--- config.mk ---
export PLATFORM = sky130hd
export DESIGN_NAME = extent_free_list_allocator_flat
export DESIGN_NICKNAME = d
export VERILOG_FILES = /design/src/hw/rtl/efla_pkg.sv /design/src/hw/rtl/efla_if.sv /design/src/hw/rtl/efla_ext_mem.sv /design/src/hw/rtl/extent_free_list_allocator.sv /design/src/flat_wrapper.sv
export SDC_FILE = /design/constraint.sdc
export NUM_CORES = 1
export LEC_CHECK = 0
export ABC_AREA = 1
export BUFFER_PORTS_ARGS = -buffer_cell sky130_fd_sc_hd__buf_2
export CAP_MARGIN = 20
export CORE_MARGIN = 2
export CORE_UTILIZATION = 45
export DETAILED_ROUTE_END_ITERATION = 8
export SYNTH_ARGS = -nofsm -noshare
export SYNTH_HDL_FRONTEND = slang
export SYNTH_SLANG_ARGS = --single-unit
--- constraint.sdc ---
create_clock -name clk -period 10.23 [get_ports clk]
set_input_delay 0.5115 -clock clk [delete_from_list [all_inputs] [get_ports clk]]
set_output_delay 0.5115 -clock clk [all_outputs]
set_load 0.02 [all_outputs]
--- src/hw/rtl/efla_pkg.sv ---
`timescale 1ns / 1ps
// Shared types and codes of the extent free-list allocator.
// No dependencies.
package efla_pkg;

	localparam logic KIND_ALLOC = 1'b0;
	localparam logic KIND_FREE  = 1'b1;

	localparam logic [1:0] STAT_DONE  = 2'd0;
	localparam logic [1:0] STAT_NOFIT = 2'd1;
	localparam logic [1:0] STAT_FULL  = 2'd2;

	typedef enum logic [2:0] {
		ST_IDLE,
		ST_SCAN,
		ST_SHIFT,
		ST_FIN,
		ST_DONE
	} state_t;

	// what the scan step decided
	typedef enum logic [2:0] {
		ACT_NEXT,
		ACT_NOFIT,
		ACT_FULL,
		ACT_MOD,
		ACT_INS,
		ACT_REM
	} act_t;

endpackage

--- src/hw/rtl/efla_if.sv ---
`timescale 1ns / 1ps
// Valid/ready channel interfaces for requests and responses.
// No dependencies.
interface efla_req_if;
	logic        valid;
	logic        ready;
	logic        kind;
	logic [15:0] request_start;
	logic [15:0] request_length;

	modport source (output valid, kind, request_start, request_length, input ready);
	modport sink (input valid, kind, request_start, request_length, output ready);
endinterface

interface efla_rsp_if;
	logic       valid;
	logic       ready;
	logic [1:0] status;
	logic [4:0] free_extent_count;

	modport source (output valid, status, free_extent_count, input ready);
	modport sink (input valid, status, free_extent_count, output ready);
endinterface

--- src/hw/rtl/efla_ext_mem.sv ---
`timescale 1ns / 1ps
// Extent table storage: one write port, one read port, registered read data.
// No dependencies.
module efla_ext_mem #(
	parameter int DEPTH = 15,
	parameter int WIDTH = 32,
	parameter int AW    = 4
) (
	input  logic             clk,
	input  logic             wr_en,
	input  logic [AW-1:0]    wr_addr,
	input  logic [WIDTH-1:0] wr_data,
	input  logic [AW-1:0]    rd_addr,
	output logic [WIDTH-1:0] rd_data
);

	logic [WIDTH-1:0] mem [DEPTH];

	always_ff @(posedge clk) begin
		if (wr_en) begin
			mem[wr_addr] <= wr_data;
		end
	end

	always_ff @(posedge clk) begin
		rd_data <= mem[rd_addr];
	end

endmodule

--- src/hw/rtl/extent_free_list_allocator.sv ---
`timescale 1ns / 1ps
// Extent free-list allocator: one request in, one status beat out.
// Depends on efla_pkg, efla_if and efla_ext_mem.
//
// Keeps an address-sorted table of free extents. The head extent (begin 0) sits in a
// register, the other entries in a one-read one-write table memory. A request is taken
// only when the block is idle. It walks the table one entry per cycle on the read port
// until it finds the place, then moves the entries behind an insert or removal one per
// cycle. A request that edits one entry in place or is rejected ends with the scan;
// a removal then runs the shift state, an insert the shift state and a final
// write of the new entry. A zero-length or out-of-range request skips the scan.
// The result beat sits in an output register, so a new request is taken while it waits.
// Writing total_size resets the table to [0,total_size) at once; no clearing pass.
module extent_free_list_allocator
	import efla_pkg::*;
#(
	parameter int MAX_EXTENTS = 16,
	parameter int ADDR_BITS   = 16
) (
	input  logic        clk,
	input  logic        arst_n,
	input  logic        total_size_we,
	input  logic [15:0] total_size_wdata,
	efla_req_if.sink    req,
	efla_rsp_if.source  rsp
);

	localparam int AB = ADDR_BITS;
	localparam int IW = $clog2(MAX_EXTENTS);
	localparam int CW = $clog2(MAX_EXTENTS + 1);

	state_t          st_q, st_d;
	act_t            act;
	logic [IW-1:0]   k_q, k_d;
	logic [CW-1:0]   used_q, used_d;
	logic [AB-1:0]   head_fin_q, head_fin_d;
	logic            kind_q, kind_d;
	logic [AB-1:0]   s_q, s_d, e_q, e_d;
	logic [AB-1:0]   pb_q, pb_d, pf_q, pf_d;
	logic [IW-1:0]   tgt_q, tgt_d;
	logic            ins_q, ins_d;
	logic [AB-1:0]   fb_q, fb_d, ff_q, ff_d;
	logic [CW-1:0]   src_q, src_d;
	logic            pend_s1, pend_d;
	logic [IW-1:0]   dst_s1, dst_d;
	logic [1:0]      code_q, code_d;
	logic            out_v_q;
	logic [1:0]      out_st_q;
	logic [4:0]      out_cnt_q;

	logic              wr_en;
	logic [IW-1:0]     wr_addr, rd_addr;
	logic [2*AB-1:0]   wr_data, rd_data;

	logic [31:0]     st32, ln32, tot32, cnt32;
	logic [AB-1:0]   in_s, in_len, in_tot;
	logic [AB:0]     in_sum;
	logic            accept, out_free;

	logic [AB-1:0]   cur_b, cur_f;
	logic            last, full, in_range;
	logic            mod_en;
	logic [IW-1:0]   mod_idx, tq;
	logic [AB-1:0]   mod_b, mod_f, tb, tf;
	logic            hit, kl, rt, gap, mprev, mnext;

	efla_ext_mem #(
		.DEPTH (MAX_EXTENTS - 1),
		.WIDTH (2 * AB),
		.AW    (IW)
	) u_mem (
		.clk     (clk),
		.wr_en   (wr_en),
		.wr_addr (wr_addr),
		.wr_data (wr_data),
		.rd_addr (rd_addr),
		.rd_data (rd_data)
	);

	assign st32   = 32'(req.request_start);
	assign ln32   = 32'(req.request_length);
	assign tot32  = 32'(total_size_wdata);
	assign in_s   = st32[AB-1:0];
	assign in_len = ln32[AB-1:0];
	assign in_tot = tot32[AB-1:0];
	assign in_sum = {1'b0, in_s} + {1'b0, in_len};

	assign req.ready = (st_q == ST_IDLE);
	assign accept    = req.valid && req.ready;
	assign out_free  = !out_v_q || rsp.ready;

	// entry 0 begins at 0 and lives in a register
	assign cur_b = (k_q == '0) ? '0 : rd_data[2*AB-1:AB];
	assign cur_f = (k_q == '0) ? head_fin_q : rd_data[AB-1:0];
	assign last  = (CW'(k_q) == used_q - CW'(1));
	assign full  = (used_q >= CW'(MAX_EXTENTS));
	assign in_range = ins_q ? (src_q >= CW'(tgt_q)) : (src_q < used_q);

	// scan decision for the entry at k
	always_comb begin
		act     = ACT_NEXT;
		mod_en  = 1'b0;
		mod_idx = k_q;
		mod_b   = cur_b;
		mod_f   = cur_f;
		tq      = k_q;
		tb      = s_q;
		tf      = e_q;
		hit     = (cur_b <= s_q) && (cur_f >= e_q);
		kl      = (k_q == '0) || (cur_b != s_q);
		rt      = (e_q != cur_f);
		gap     = (k_q != '0) && (pf_q <= s_q) && (cur_b >= e_q);
		mprev   = (pf_q == s_q);
		mnext   = (cur_b == e_q);
		if (kind_q == KIND_ALLOC) begin
			if (hit) begin
				if (kl && rt) begin
					act    = full ? ACT_FULL : ACT_INS;
					mod_en = !full;
					mod_f  = s_q;
					tq     = k_q + IW'(1);
					tb     = e_q;
					tf     = cur_f;
				end else if (kl) begin
					act    = ACT_MOD;
					mod_en = 1'b1;
					mod_f  = s_q;
				end else if (rt) begin
					act    = ACT_MOD;
					mod_en = 1'b1;
					mod_b  = e_q;
				end else begin
					act = ACT_REM;
				end
			end else if (last) begin
				act = ACT_NOFIT;
			end
		end else begin
			if (gap) begin
				if (mprev && mnext) begin
					act     = ACT_REM;
					mod_en  = 1'b1;
					mod_idx = k_q - IW'(1);
					mod_b   = pb_q;
				end else if (mprev) begin
					act     = ACT_MOD;
					mod_en  = 1'b1;
					mod_idx = k_q - IW'(1);
					mod_b   = pb_q;
					mod_f   = e_q;
				end else if (mnext) begin
					act    = ACT_MOD;
					mod_en = 1'b1;
					mod_b  = s_q;
				end else begin
					act = full ? ACT_FULL : ACT_INS;
				end
			end else if (last) begin
				if (cur_f == s_q) begin
					act    = ACT_MOD;
					mod_en = 1'b1;
					mod_f  = e_q;
				end else if (cur_f < s_q) begin
					act = full ? ACT_FULL : ACT_INS;
					tq  = IW'(used_q);
				end else begin
					act = ACT_NOFIT;
				end
			end
		end
	end

	// next state
	always_comb begin
		st_d = st_q;
		unique case (st_q)
			ST_IDLE: begin
				if (accept) begin
					st_d = (in_len == '0 || in_sum[AB]) ? ST_DONE : ST_SCAN;
				end
			end
			ST_SCAN: begin
				unique case (act)
					ACT_NEXT: st_d = ST_SCAN;
					ACT_INS, ACT_REM: st_d = ST_SHIFT;
					default: st_d = ST_DONE;
				endcase
			end
			ST_SHIFT: begin
				if (!in_range && !pend_s1) begin
					st_d = ins_q ? ST_FIN : ST_DONE;
				end
			end
			ST_FIN: st_d = ST_DONE;
			ST_DONE: begin
				if (out_free) begin
					st_d = ST_IDLE;
				end
			end
			default: st_d = ST_IDLE;
		endcase
	end

	// datapath and table writes
	always_comb begin
		k_d        = k_q;
		used_d     = used_q;
		head_fin_d = head_fin_q;
		kind_d     = kind_q;
		s_d        = s_q;
		e_d        = e_q;
		pb_d       = pb_q;
		pf_d       = pf_q;
		tgt_d      = tgt_q;
		ins_d      = ins_q;
		fb_d       = fb_q;
		ff_d       = ff_q;
		src_d      = src_q;
		pend_d     = 1'b0;
		dst_d      = dst_s1;
		code_d     = code_q;
		wr_en      = 1'b0;
		wr_addr    = '0;
		wr_data    = rd_data;
		rd_addr    = '0;
		unique case (st_q)
			ST_IDLE: begin
				if (accept) begin
					k_d    = '0;
					kind_d = req.kind;
					s_d    = in_s;
					e_d    = in_sum[AB-1:0];
					code_d = (in_len != '0 && in_sum[AB]) ? STAT_NOFIT : STAT_DONE;
				end
				if (total_size_we) begin
					head_fin_d = in_tot;
					used_d     = CW'(1);
				end
			end
			ST_SCAN: begin
				rd_addr = k_q;
				k_d     = k_q + IW'(1);
				pb_d    = cur_b;
				pf_d    = cur_f;
				tgt_d   = tq;
				fb_d    = tb;
				ff_d    = tf;
				ins_d   = (act == ACT_INS);
				src_d   = (act == ACT_INS) ? used_q - CW'(1) : CW'(tq) + CW'(1);
				unique case (act)
					ACT_NOFIT: code_d = STAT_NOFIT;
					ACT_FULL:  code_d = STAT_FULL;
					default:   code_d = STAT_DONE;
				endcase
				if (mod_en) begin
					if (mod_idx == '0) begin
						head_fin_d = mod_f;
					end else begin
						wr_en   = 1'b1;
						wr_addr = mod_idx - IW'(1);
						wr_data = {mod_b, mod_f};
					end
				end
			end
			ST_SHIFT: begin
				rd_addr = IW'(src_q - CW'(1));
				if (pend_s1) begin
					wr_en   = 1'b1;
					wr_addr = dst_s1 - IW'(1);
					wr_data = rd_data;
				end
				if (in_range) begin
					pend_d = 1'b1;
					dst_d  = ins_q ? IW'(src_q + CW'(1)) : IW'(src_q - CW'(1));
					src_d  = ins_q ? src_q - CW'(1) : src_q + CW'(1);
				end else if (!pend_s1 && !ins_q) begin
					used_d = used_q - CW'(1);
				end
			end
			ST_FIN: begin
				wr_en   = 1'b1;
				wr_addr = tgt_q - IW'(1);
				wr_data = {fb_q, ff_q};
				used_d  = used_q + CW'(1);
			end
			ST_DONE: begin
			end
			default: begin
			end
		endcase
	end

	assign cnt32 = 32'(used_q) - ((head_fin_q == '0) ? 32'd1 : 32'd0);

	always_ff @(posedge clk or negedge arst_n) begin
		if (!arst_n) begin
			st_q       <= ST_IDLE;
			used_q     <= CW'(1);
			head_fin_q <= AB'(32'hFFFF);
			pend_s1    <= 1'b0;
			out_v_q    <= 1'b0;
		end else begin
			st_q       <= st_d;
			used_q     <= used_d;
			head_fin_q <= head_fin_d;
			pend_s1    <= pend_d;
			if (st_q == ST_DONE && out_free) begin
				out_v_q <= 1'b1;
			end else if (rsp.ready) begin
				out_v_q <= 1'b0;
			end
		end
	end

	always_ff @(posedge clk) begin
		k_q    <= k_d;
		kind_q <= kind_d;
		s_q    <= s_d;
		e_q    <= e_d;
		pb_q   <= pb_d;
		pf_q   <= pf_d;
		tgt_q  <= tgt_d;
		ins_q  <= ins_d;
		fb_q   <= fb_d;
		ff_q   <= ff_d;
		src_q  <= src_d;
		dst_s1 <= dst_d;
		code_q <= code_d;
		if (st_q == ST_DONE && out_free) begin
			out_st_q  <= code_q;
			out_cnt_q <= cnt32[4:0];
		end
	end

	assign rsp.valid             = out_v_q;
	assign rsp.status            = out_st_q;
	assign rsp.free_extent_count = out_cnt_q;

	a_used_range: assert property (@(posedge clk) disable iff (!arst_n)
		used_q != '0 && used_q <= CW'(MAX_EXTENTS))
		else $error("extent count out of range");

	a_pend_shift: assert property (@(posedge clk) disable iff (!arst_n)
		pend_s1 |-> st_q == ST_SHIFT)
		else $error("pending move outside shift phase");

	a_status_code: assert property (@(posedge clk) disable iff (!arst_n)
		rsp.valid |-> (rsp.status == STAT_DONE || rsp.status == STAT_NOFIT ||
			rsp.status == STAT_FULL))
		else $error("bad status code");

	a_zero_len: assert property (@(posedge clk) disable iff (!arst_n)
		accept && req.request_length == '0 |=> st_q == ST_DONE)
		else $error("zero-length request did not finish at once");

endmodule
--- src/flat_wrapper.sv ---
// flat-port wrapper written by rule: the top's interface ports become plain ports
module extent_free_list_allocator_flat import efla_pkg::*;
#(
	parameter int MAX_EXTENTS = 16,
	parameter int ADDR_BITS   = 16
)
  (clk, arst_n, total_size_we, total_size_wdata, req_valid, req_kind, req_request_start, req_request_length, req_ready, rsp_valid, rsp_status, rsp_free_extent_count, rsp_ready);
  efla_req_if req_i ();
  efla_rsp_if rsp_i ();
  input  logic clk;
  input  logic arst_n;
  input  logic total_size_we;
  input  logic [15:0] total_size_wdata;
  input wire logic [$bits(req_i.valid)-1:0] req_valid;
  input wire logic [$bits(req_i.kind)-1:0] req_kind;
  input wire logic [$bits(req_i.request_start)-1:0] req_request_start;
  input wire logic [$bits(req_i.request_length)-1:0] req_request_length;
  output wire logic [$bits(req_i.ready)-1:0] req_ready;
  output wire logic [$bits(rsp_i.valid)-1:0] rsp_valid;
  output wire logic [$bits(rsp_i.status)-1:0] rsp_status;
  output wire logic [$bits(rsp_i.free_extent_count)-1:0] rsp_free_extent_count;
  input wire logic [$bits(rsp_i.ready)-1:0] rsp_ready;
  assign req_i.valid = req_valid;
  assign req_i.kind = req_kind;
  assign req_i.request_start = req_request_start;
  assign req_i.request_length = req_request_length;
  assign req_ready = req_i.ready;
  assign rsp_valid = rsp_i.valid;
  assign rsp_status = rsp_i.status;
  assign rsp_free_extent_count = rsp_i.free_extent_count;
  assign rsp_i.ready = rsp_ready;
  extent_free_list_allocator #(.MAX_EXTENTS(MAX_EXTENTS), .ADDR_BITS(ADDR_BITS)) u_core (.clk(clk), .arst_n(arst_n), .total_size_we(total_size_we), .total_size_wdata(total_size_wdata), .req(req_i), .rsp(rsp_i));
endmodule
=== Word-level counts from Yosys, hierarchy flattened ===
Memories as Yosys holds them, arrays and structs flattened. A register that Yosys moved wholly into a read port is not among the register bits.
Cells that the tools add are included.

* Add/sub/neg operators: 12
* Equality and inequality tests: 23
* Order comparisons: 8
* Multiplexer cells: 108
* Reductions and logical operators: 38

{| class="wikitable"
|+ Operators with widths
! operator !! count
|-
| $mux 16 || 29
|-
| $mux 32 || 2
|-
| $mux 4 || 16
|-
| $pmux 32 s2 || 1
|-
| $mux 3 || 18
|-
| $eq 16x16->1 || 3
|-
| $ge 16x16->1 || 2
|-
| $le 16x16->1 || 2
|-
| $logic_not 16->1 || 2
|-
| $ne 16x16->1 || 2
|-
| $pmux 16 s2 || 1
|-
| $mux 5 || 6
|-
| $mux 1 || 24
|-
| $add 16x16->17 || 1
|-
| $lt 16x16->1 || 1
|-
| $pmux 4 s2 || 2
|-
| $reduce_bool 16->1 || 1
|-
| $sub 4x1->4 const B || 4
|-
| $pmux 3 s5 || 1
|-
| $pmux 5 s3 || 1
|-
| $ne 2x1->1 const B || 6
|-
| $pmux 4 s3 || 1
|-
| $add 5x1->5 const B || 2
|-
| $logic_and 1x1->1 || 10
|-
| 28 further kinds || 51
|}

* Memory bits (writable): 480
* Memories kept: 1
* Input bits: 54
* Output and inout port bits: 9
* Bits in registers: 150
* Logic and storage cells: 210

{| class="wikitable"
|+ Memories
! memory !! words !! bits a word !! rd ports !! clocked after memory_dff !! wr ports !! RTL line !! text
|-
| u_core.u_mem.mem || 15 || 32 || 1 || 1 || 1 || efla_ext_mem.sv:17 || <nowiki>logic [WIDTH-1:0] mem [DEPTH];</nowiki>
|}

=== Depth between registers and ports, before layout ===
* Depth after elaboration: 13
* Mapped depth: 32

=== By module ===
Synthesis repeated with hierarchy kept, for this count alone.

* Cell total of the unflattened synthesis: 3813
* Area total of the unflattened synthesis: 34322.9 um^2

{| class="wikitable"
|+ Modules (own cells, without submodules)
! module !! times used !! seq. area each (um^2) !! area an instance (um^2) !! cells an instance
|-
| efla_ext_mem || 1 || 15054.4 || 20768.7 || 1888
|-
| extent_free_list_allocator || 1 || 4395.5 || 13554.2 || 1925
|}

=== Worst setup path before layout ===
OpenSTA, ideal clock, no wires.

* Path kind: register to register
* Start: register u_core.k_q[0]
* End: memory u_core.u_mem.mem[6][10], enable pin
* Buffers on the path: 4
* Path slack: 4796 ps
* Data arrival time: 5013 ps
* Data required time: 9809 ps
* Stages on the path, launching flop included: 26
* Clock period less this slack: 5434 ps
* Path through: edfxtp_1 > buf_2 > inv_1 > ha_1 > nand2_2 > buf_6 > clkbuf_1 > buf_2 > nand2_1 > o21ai_0 > inv_1 > ha_1 > nand2_1 > nor2_1 > nand3b_1 > nor3_1 > inv_1 > o2111ai_1 > nand2_2 > o21bai_2 > nand2_2 > inv_2 > nand4_1 > nand2_1 > nand2_1 > nor2_1

* Elaborated cells between the ends (all ways): 44
* Those cells by class: 2 x add/sub; 3 x order compare; 5 x eq/ne; 25 x mux; 9 x reduce/logical

{| class="wikitable"
|+ RTL lines
! element !! RTL line !! text
|-
| start, declared || extent_free_list_allocator.sv:34 || <nowiki>logic [IW-1:0] k_q, k_d;</nowiki>
|-
| start signal, assigned || extent_free_list_allocator.sv:316 || <nowiki>k_q <= k_d;</nowiki>
|-
| $logic_not 4->1 * || extent_free_list_allocator.sv:94 || <nowiki>assign cur_f = (k_q == '0) ? head_fin_q : rd_data[AB-1:0];</nowiki>
|-
| $mux 16 * || extent_free_list_allocator.sv:94 ||
|-
| named net u_core.cur_f[14] || extent_free_list_allocator.sv:60 || <nowiki>logic [AB-1:0] cur_b, cur_f;</nowiki>
|-
| parallel branches: the longest is 5 deep, another holds $ge 16x16->1 || n/a ||
|-
| $mux 1 * || extent_free_list_allocator.sv:115 || <nowiki>if (kind_q == KIND_ALLOC) begin</nowiki>
|-
| $mux 1 || extent_free_list_allocator.sv:255 || <nowiki>if (mod_en) begin</nowiki>
|-
| $pmux 1 s3 || extent_free_list_allocator.sv:226 || <nowiki>unique case (st_q)</nowiki>
|-
| $mux 1 || efla_ext_mem.sv:20 || <nowiki>if (wr_en) begin</nowiki>
|-
| $mux 1 (implied by the code) || efla_ext_mem.sv:21 || <nowiki>mem[wr_addr] <= wr_data;</nowiki>
|-
| end, declared || efla_ext_mem.sv:17 ||
|}

Mark *: on every way through the listed nets, which the timed path passes.

=== Final worst setup path ===
* Start: register u_core.k_q[0]
* End: memory u_core.u_mem.mem[9][20], enable pin

* Longest elaborated chain between the ends: 13
* Elaborated cells between the ends (all ways): 44
* Those cells by class: 2 x add/sub; 3 x order compare; 5 x eq/ne; 25 x mux; 9 x reduce/logical

{| class="wikitable"
|+ RTL lines
! element !! RTL line !! text
|-
| $logic_not 4->1 * || extent_free_list_allocator.sv:93 || <nowiki>assign cur_b = (k_q == '0) ? '0 : rd_data[2*AB-1:AB];</nowiki>
|-
| $mux 16 * || extent_free_list_allocator.sv:93 ||
|-
| named net u_core.cur_b[10] || extent_free_list_allocator.sv:60 ||
|-
| parallel branches: the longest is 11 deep, another holds $ge 16x16->1 || n/a ||
|}

Marked as above.

==> results by group <==
Floorplanning
  • Initial core utilization: 0.453
  • Die Ht: 272 microns
  • Number of I/O pins: 63
  • Core area: between 0.07 and 0.08 sq mm
  • Die width: between 200 and 300 microns
  • Core Rows: approximately 100
  • Die area: 0.0740 sq mm

STA
  • Final period utilization: 0.657
  • Post-layout worst setup margin: between 3000 and 4000 ps
  • Maximum clock rate: 149 MHz
  • Final setup viols: 0
  • Worst Skew: roughly 24 ps
  • RSZ-0062 raised after global routing: no
  • Worst Tran Pin Value: 1080 ps
  • Rel. slew slack: 0.278
  • Fin. max-slew vios: 0
  • Hold Slack: around 84 ps
  • Post-route minimum period: 6730 ps
  • Setup TNS: 0 ps
  • Hold Fails Final Rpt: 0

Synth
  • Synth Area in Compound Gates: 0.134
  • Top cell type's share of synthesized area: 0.561
  • Synth cell types: a little over 60
  • Simple-gate portion of the synthesized area: 0.155
  • Ys async rst share: 0.0393
  • Post-Syn Instances: 3138
  • Synth Cell Area: about 0.032 sq mm
  • Largest family of logic cells by synthesized area: simple AND/OR/NAND/NOR gates
  • Syn nets: between 3000 and 4000
  • Number of enable flip-flop cells after synthesis: about 600
  • Post-synthesis mux area share: 0.00990
  • Sequential element share of the synthesized area: 0.601
  • Adder-cell share of the synthesized area: 0.0443
  • Syn avg cell area: 10.3 sq um
  • Area leader, netlist: edfxtp_1
  • Yosys warnings: 0
  • Largest cells by area after synthesis: edfxtp_1, nand2_1, o21ai_0, nor2_1, ha_1
  • Ys flop type: edfxtp_1
  • XOR/XNOR Fraction of Synth Area: 0.00839
  • Synth Register Bits: 662

Worst setup path
  • CP Launch Type: flop
  • Worst r2r path cells: 30
  • Number of cells on the critical path: 30
  • Slowest CP cell: edfxtp_1
  • CP Max Fanout: 49
  • Critical path arrival: between 7000 and 8000 ps
  • Worst setup EP type: flop
  • Slowest stage delay, CP: 580 ps
  • Worst Path Required: 10520 ps
  • Crit path kind: flop to flop
  • Worst path most repeated cell: nand2_1
  • Crit-path leading delay family: simple AND/OR/NAND/NOR gates
  • Buf/Inv on CP: 8

Clock network
  • Clk sinks: 662
  • CTS root buf: clkbuf_16
  • TritonCTS Buffers: 73
  • Clock insertion delay at the later pin of the skew report: between 600 and 700 ps
  • H-tree depth: 3
  • CTS tree: done
  • Clock slew at the register clock pins of the worst setup and hold paths: ~60 ps
  • Maximum clock path buffer count: 3

Worst hold path
  • WHS Path Cells: 1
  • Hold crit path type: input pin to flop

Global routing
  • Wire length of the first global-routing pass: 144000 microns
  • GRT busiest layer: met2
  • GR Overflow Total: 0
  • Largest net degree at the start of global routing: approximately 150
  • Antenna violations before repair: 2
  • Vias in the first global route: 23100
  • Total Routing Usage GR: 0.258
  • Global Route met1 Usage: 0.355
  • M3 GR Usage: 0.0379
  • GR met2 Demand/Resource: 0.410

Routing
  • Antenna-violating nets left: 0
  • Routed WL per cell: 23.0 microns
  • Final WL: 96400 microns
  • First DRT Iteration DRCs: roughly 2200
  • Drt drc: 0
  • Initial DRT Pass Iterations: 6
  • DR vias: 24000
  • Vias/cell: 5.74

Cells and area
  • Finished Layout Cells: 4184
  • Final nets: 3341
  • Area occupied by multi-input gates: 0.0116 sq mm
  • Register area: roughly 0.019 sq mm
  • Ant diodes: 0
  • Layout area overhead: 12.3%
  • Fillers: roughly 6500
  • Share of post-route cells with drive strength above 1: 0.0999
  • Cell area after layout: 0.0363 sq mm

Power
  • Clock Power Share: 0.213
  • Sw frac: 0.430
  • Leak: 13.6 nW
  • Pint: 7.08 mW
  • Switch Pwr: 5.33 mW
  • Logic pwr share: 0.431
  • Power density cells: 342 mW/mm^2
  • Maximum vdd drop: 0.175 mV
  • Sequential power share: 0.356

Placement
  • Dpl cells: 4038
  • DP Worst Slack: 3580 ps
  • Post-place instance area: 0.0338 sq mm
  • Post-DP HPWL: 63500 microns
  • IO Port Bufs: 62
  • GPL Wtd Cong: about 0.95

Status
  • Status: completed

Flow run
  • Max-Cap Viols: 0
## cells in the mapped netlist, types with 7 or more instances
master	count
a21oi_1	83
a31oi_1	10
buf_1	10
buf_2	19
clkbuf_1	123
dfrtp_1	9
dfstp_2	17
dfxtp_1	32
edfxtp_1	604
ha_1	113
inv_1	200
inv_2	13
mux2i_1	32
nand2_1	624
nand2_2	7
nand3_1	110
nand4_1	28
nor2_1	392
nor3_1	16
o211ai_1	109
o21ai_0	318
o21ai_1	32
o21bai_1	10
o221ai_1	35
o22ai_1	11
o32ai_1	70
xnor2_1	10
xor2_1	21
## per-layer routing
metal | vias to the layer above | share of wire
met5 | - | 0
met4 | 0 | 0.048
met3 | 209 | 0.062
met2 | 864 | 0.46
met1 | 11700 | 0.43
li1 | 11300 | -
## registers in the layout, summed over array words and instances, names as in the netlist, 16 cells and up
register and cells:
u_core.pb_q 16, u_core.ff_q 16, u_core.s_q 16, u_core.fb_q 16, u_core.e_q 16, u_core.head_fin_q 16
u_core.u_mem.mem 480, u_core.pf_q 16, u_core.u_mem.rd_data 32
## power groups by stage
stage	sequential, mW	clock (mW)	combinational [mW]
after detailed placement	4.46	0	5.25
after CTS	4.41	2.69	5.28
after global routing	4.45	2.79	5.96
after global placement	4.45	0	5.17
final	4.41	2.64	5.35
after floorplan	4.30	0	3.49
## final cells by class
cell class | instances | share of cell area
clock buffers | 95 | 0.0553
clock inverters | 41 | 0.0119
inverters | 219 | 0.0231
multi-input cells | 2095 | 0.318
flip-flops and latches | 662 | 0.535
well taps | 950 | 0.0327
repair buffers | 122 | 0.0234
## what timing repair did
item / 4_1_cts / 5_1_grt
endpoints found under the setup margin: 0 / 0
endpoints found under the hold margin: 9 / 0
setup buffers: 0 / 0
resized for setup: 0 / 0
hold buffers: 1 / 0
## stage by stage
step / total power, mW / util
finish: 12.4 / 0.509
global placement: 9.62 / 0.473
global route: 13.2 / 0.509
detailed placement: 9.71 / 0.473
floorplan: 7.80 / -
CTS: 12.4 / 0.507
## layout by cell type (no fill, tap or decap), types with 7 or more instances in the layout
cell,count
mux2i_1,32
a31oi_1,10
inv_2,11
inv_1,199
buf_2,63
o21ai_0,318
dfstp_2,17
clkinv_1,20
dfxtp_1,32
edfxtp_1,604
nand4_1,28
buf_4,51
dfrtp_1,9
o221ai_1,35
ha_1,113
clkbuf_8,9
o211ai_1,109
nand3_1,110
nand2_2,7
clkinv_2,11
clkbuf_1,13
nor3_1,16
nor2_1,373
xnor2_1,10
o22ai_1,9
a21oi_1,83
nor2_2,7
xor2_1,21
clkbuf_16,74
nor2_4,18
o32ai_1,70
o21bai_1,10
nand2_1,623
o21ai_1,32
## final timing paths
kind,slack (ps),end,from
min in group asynchronous,470,u_core.rsp.valid,arst_n
min,80,u_core.s_q[7],req_request_start[7]
max reg2reg,3500,u_core.u_mem.mem[9][20],u_core.k_q[0]
min reg2reg,420,u_core.rsp.status[0],u_core.code_q[0]
max in group asynchronous,9320,u_core.pend_s1,arst_n
max,3500,u_core.u_mem.mem[9][20],u_core.k_q[0]
## cell families after synthesis
family	count (synthesis)
and+or+nand+nor	1217
AOI/OAI and AO/OA	701
DFF	662
buffers and inverters	381
adders and majority gates	114
muxes	32
xor gates and xnor gates	31
No activity file was read; power rests on OpenSTA's default activity.
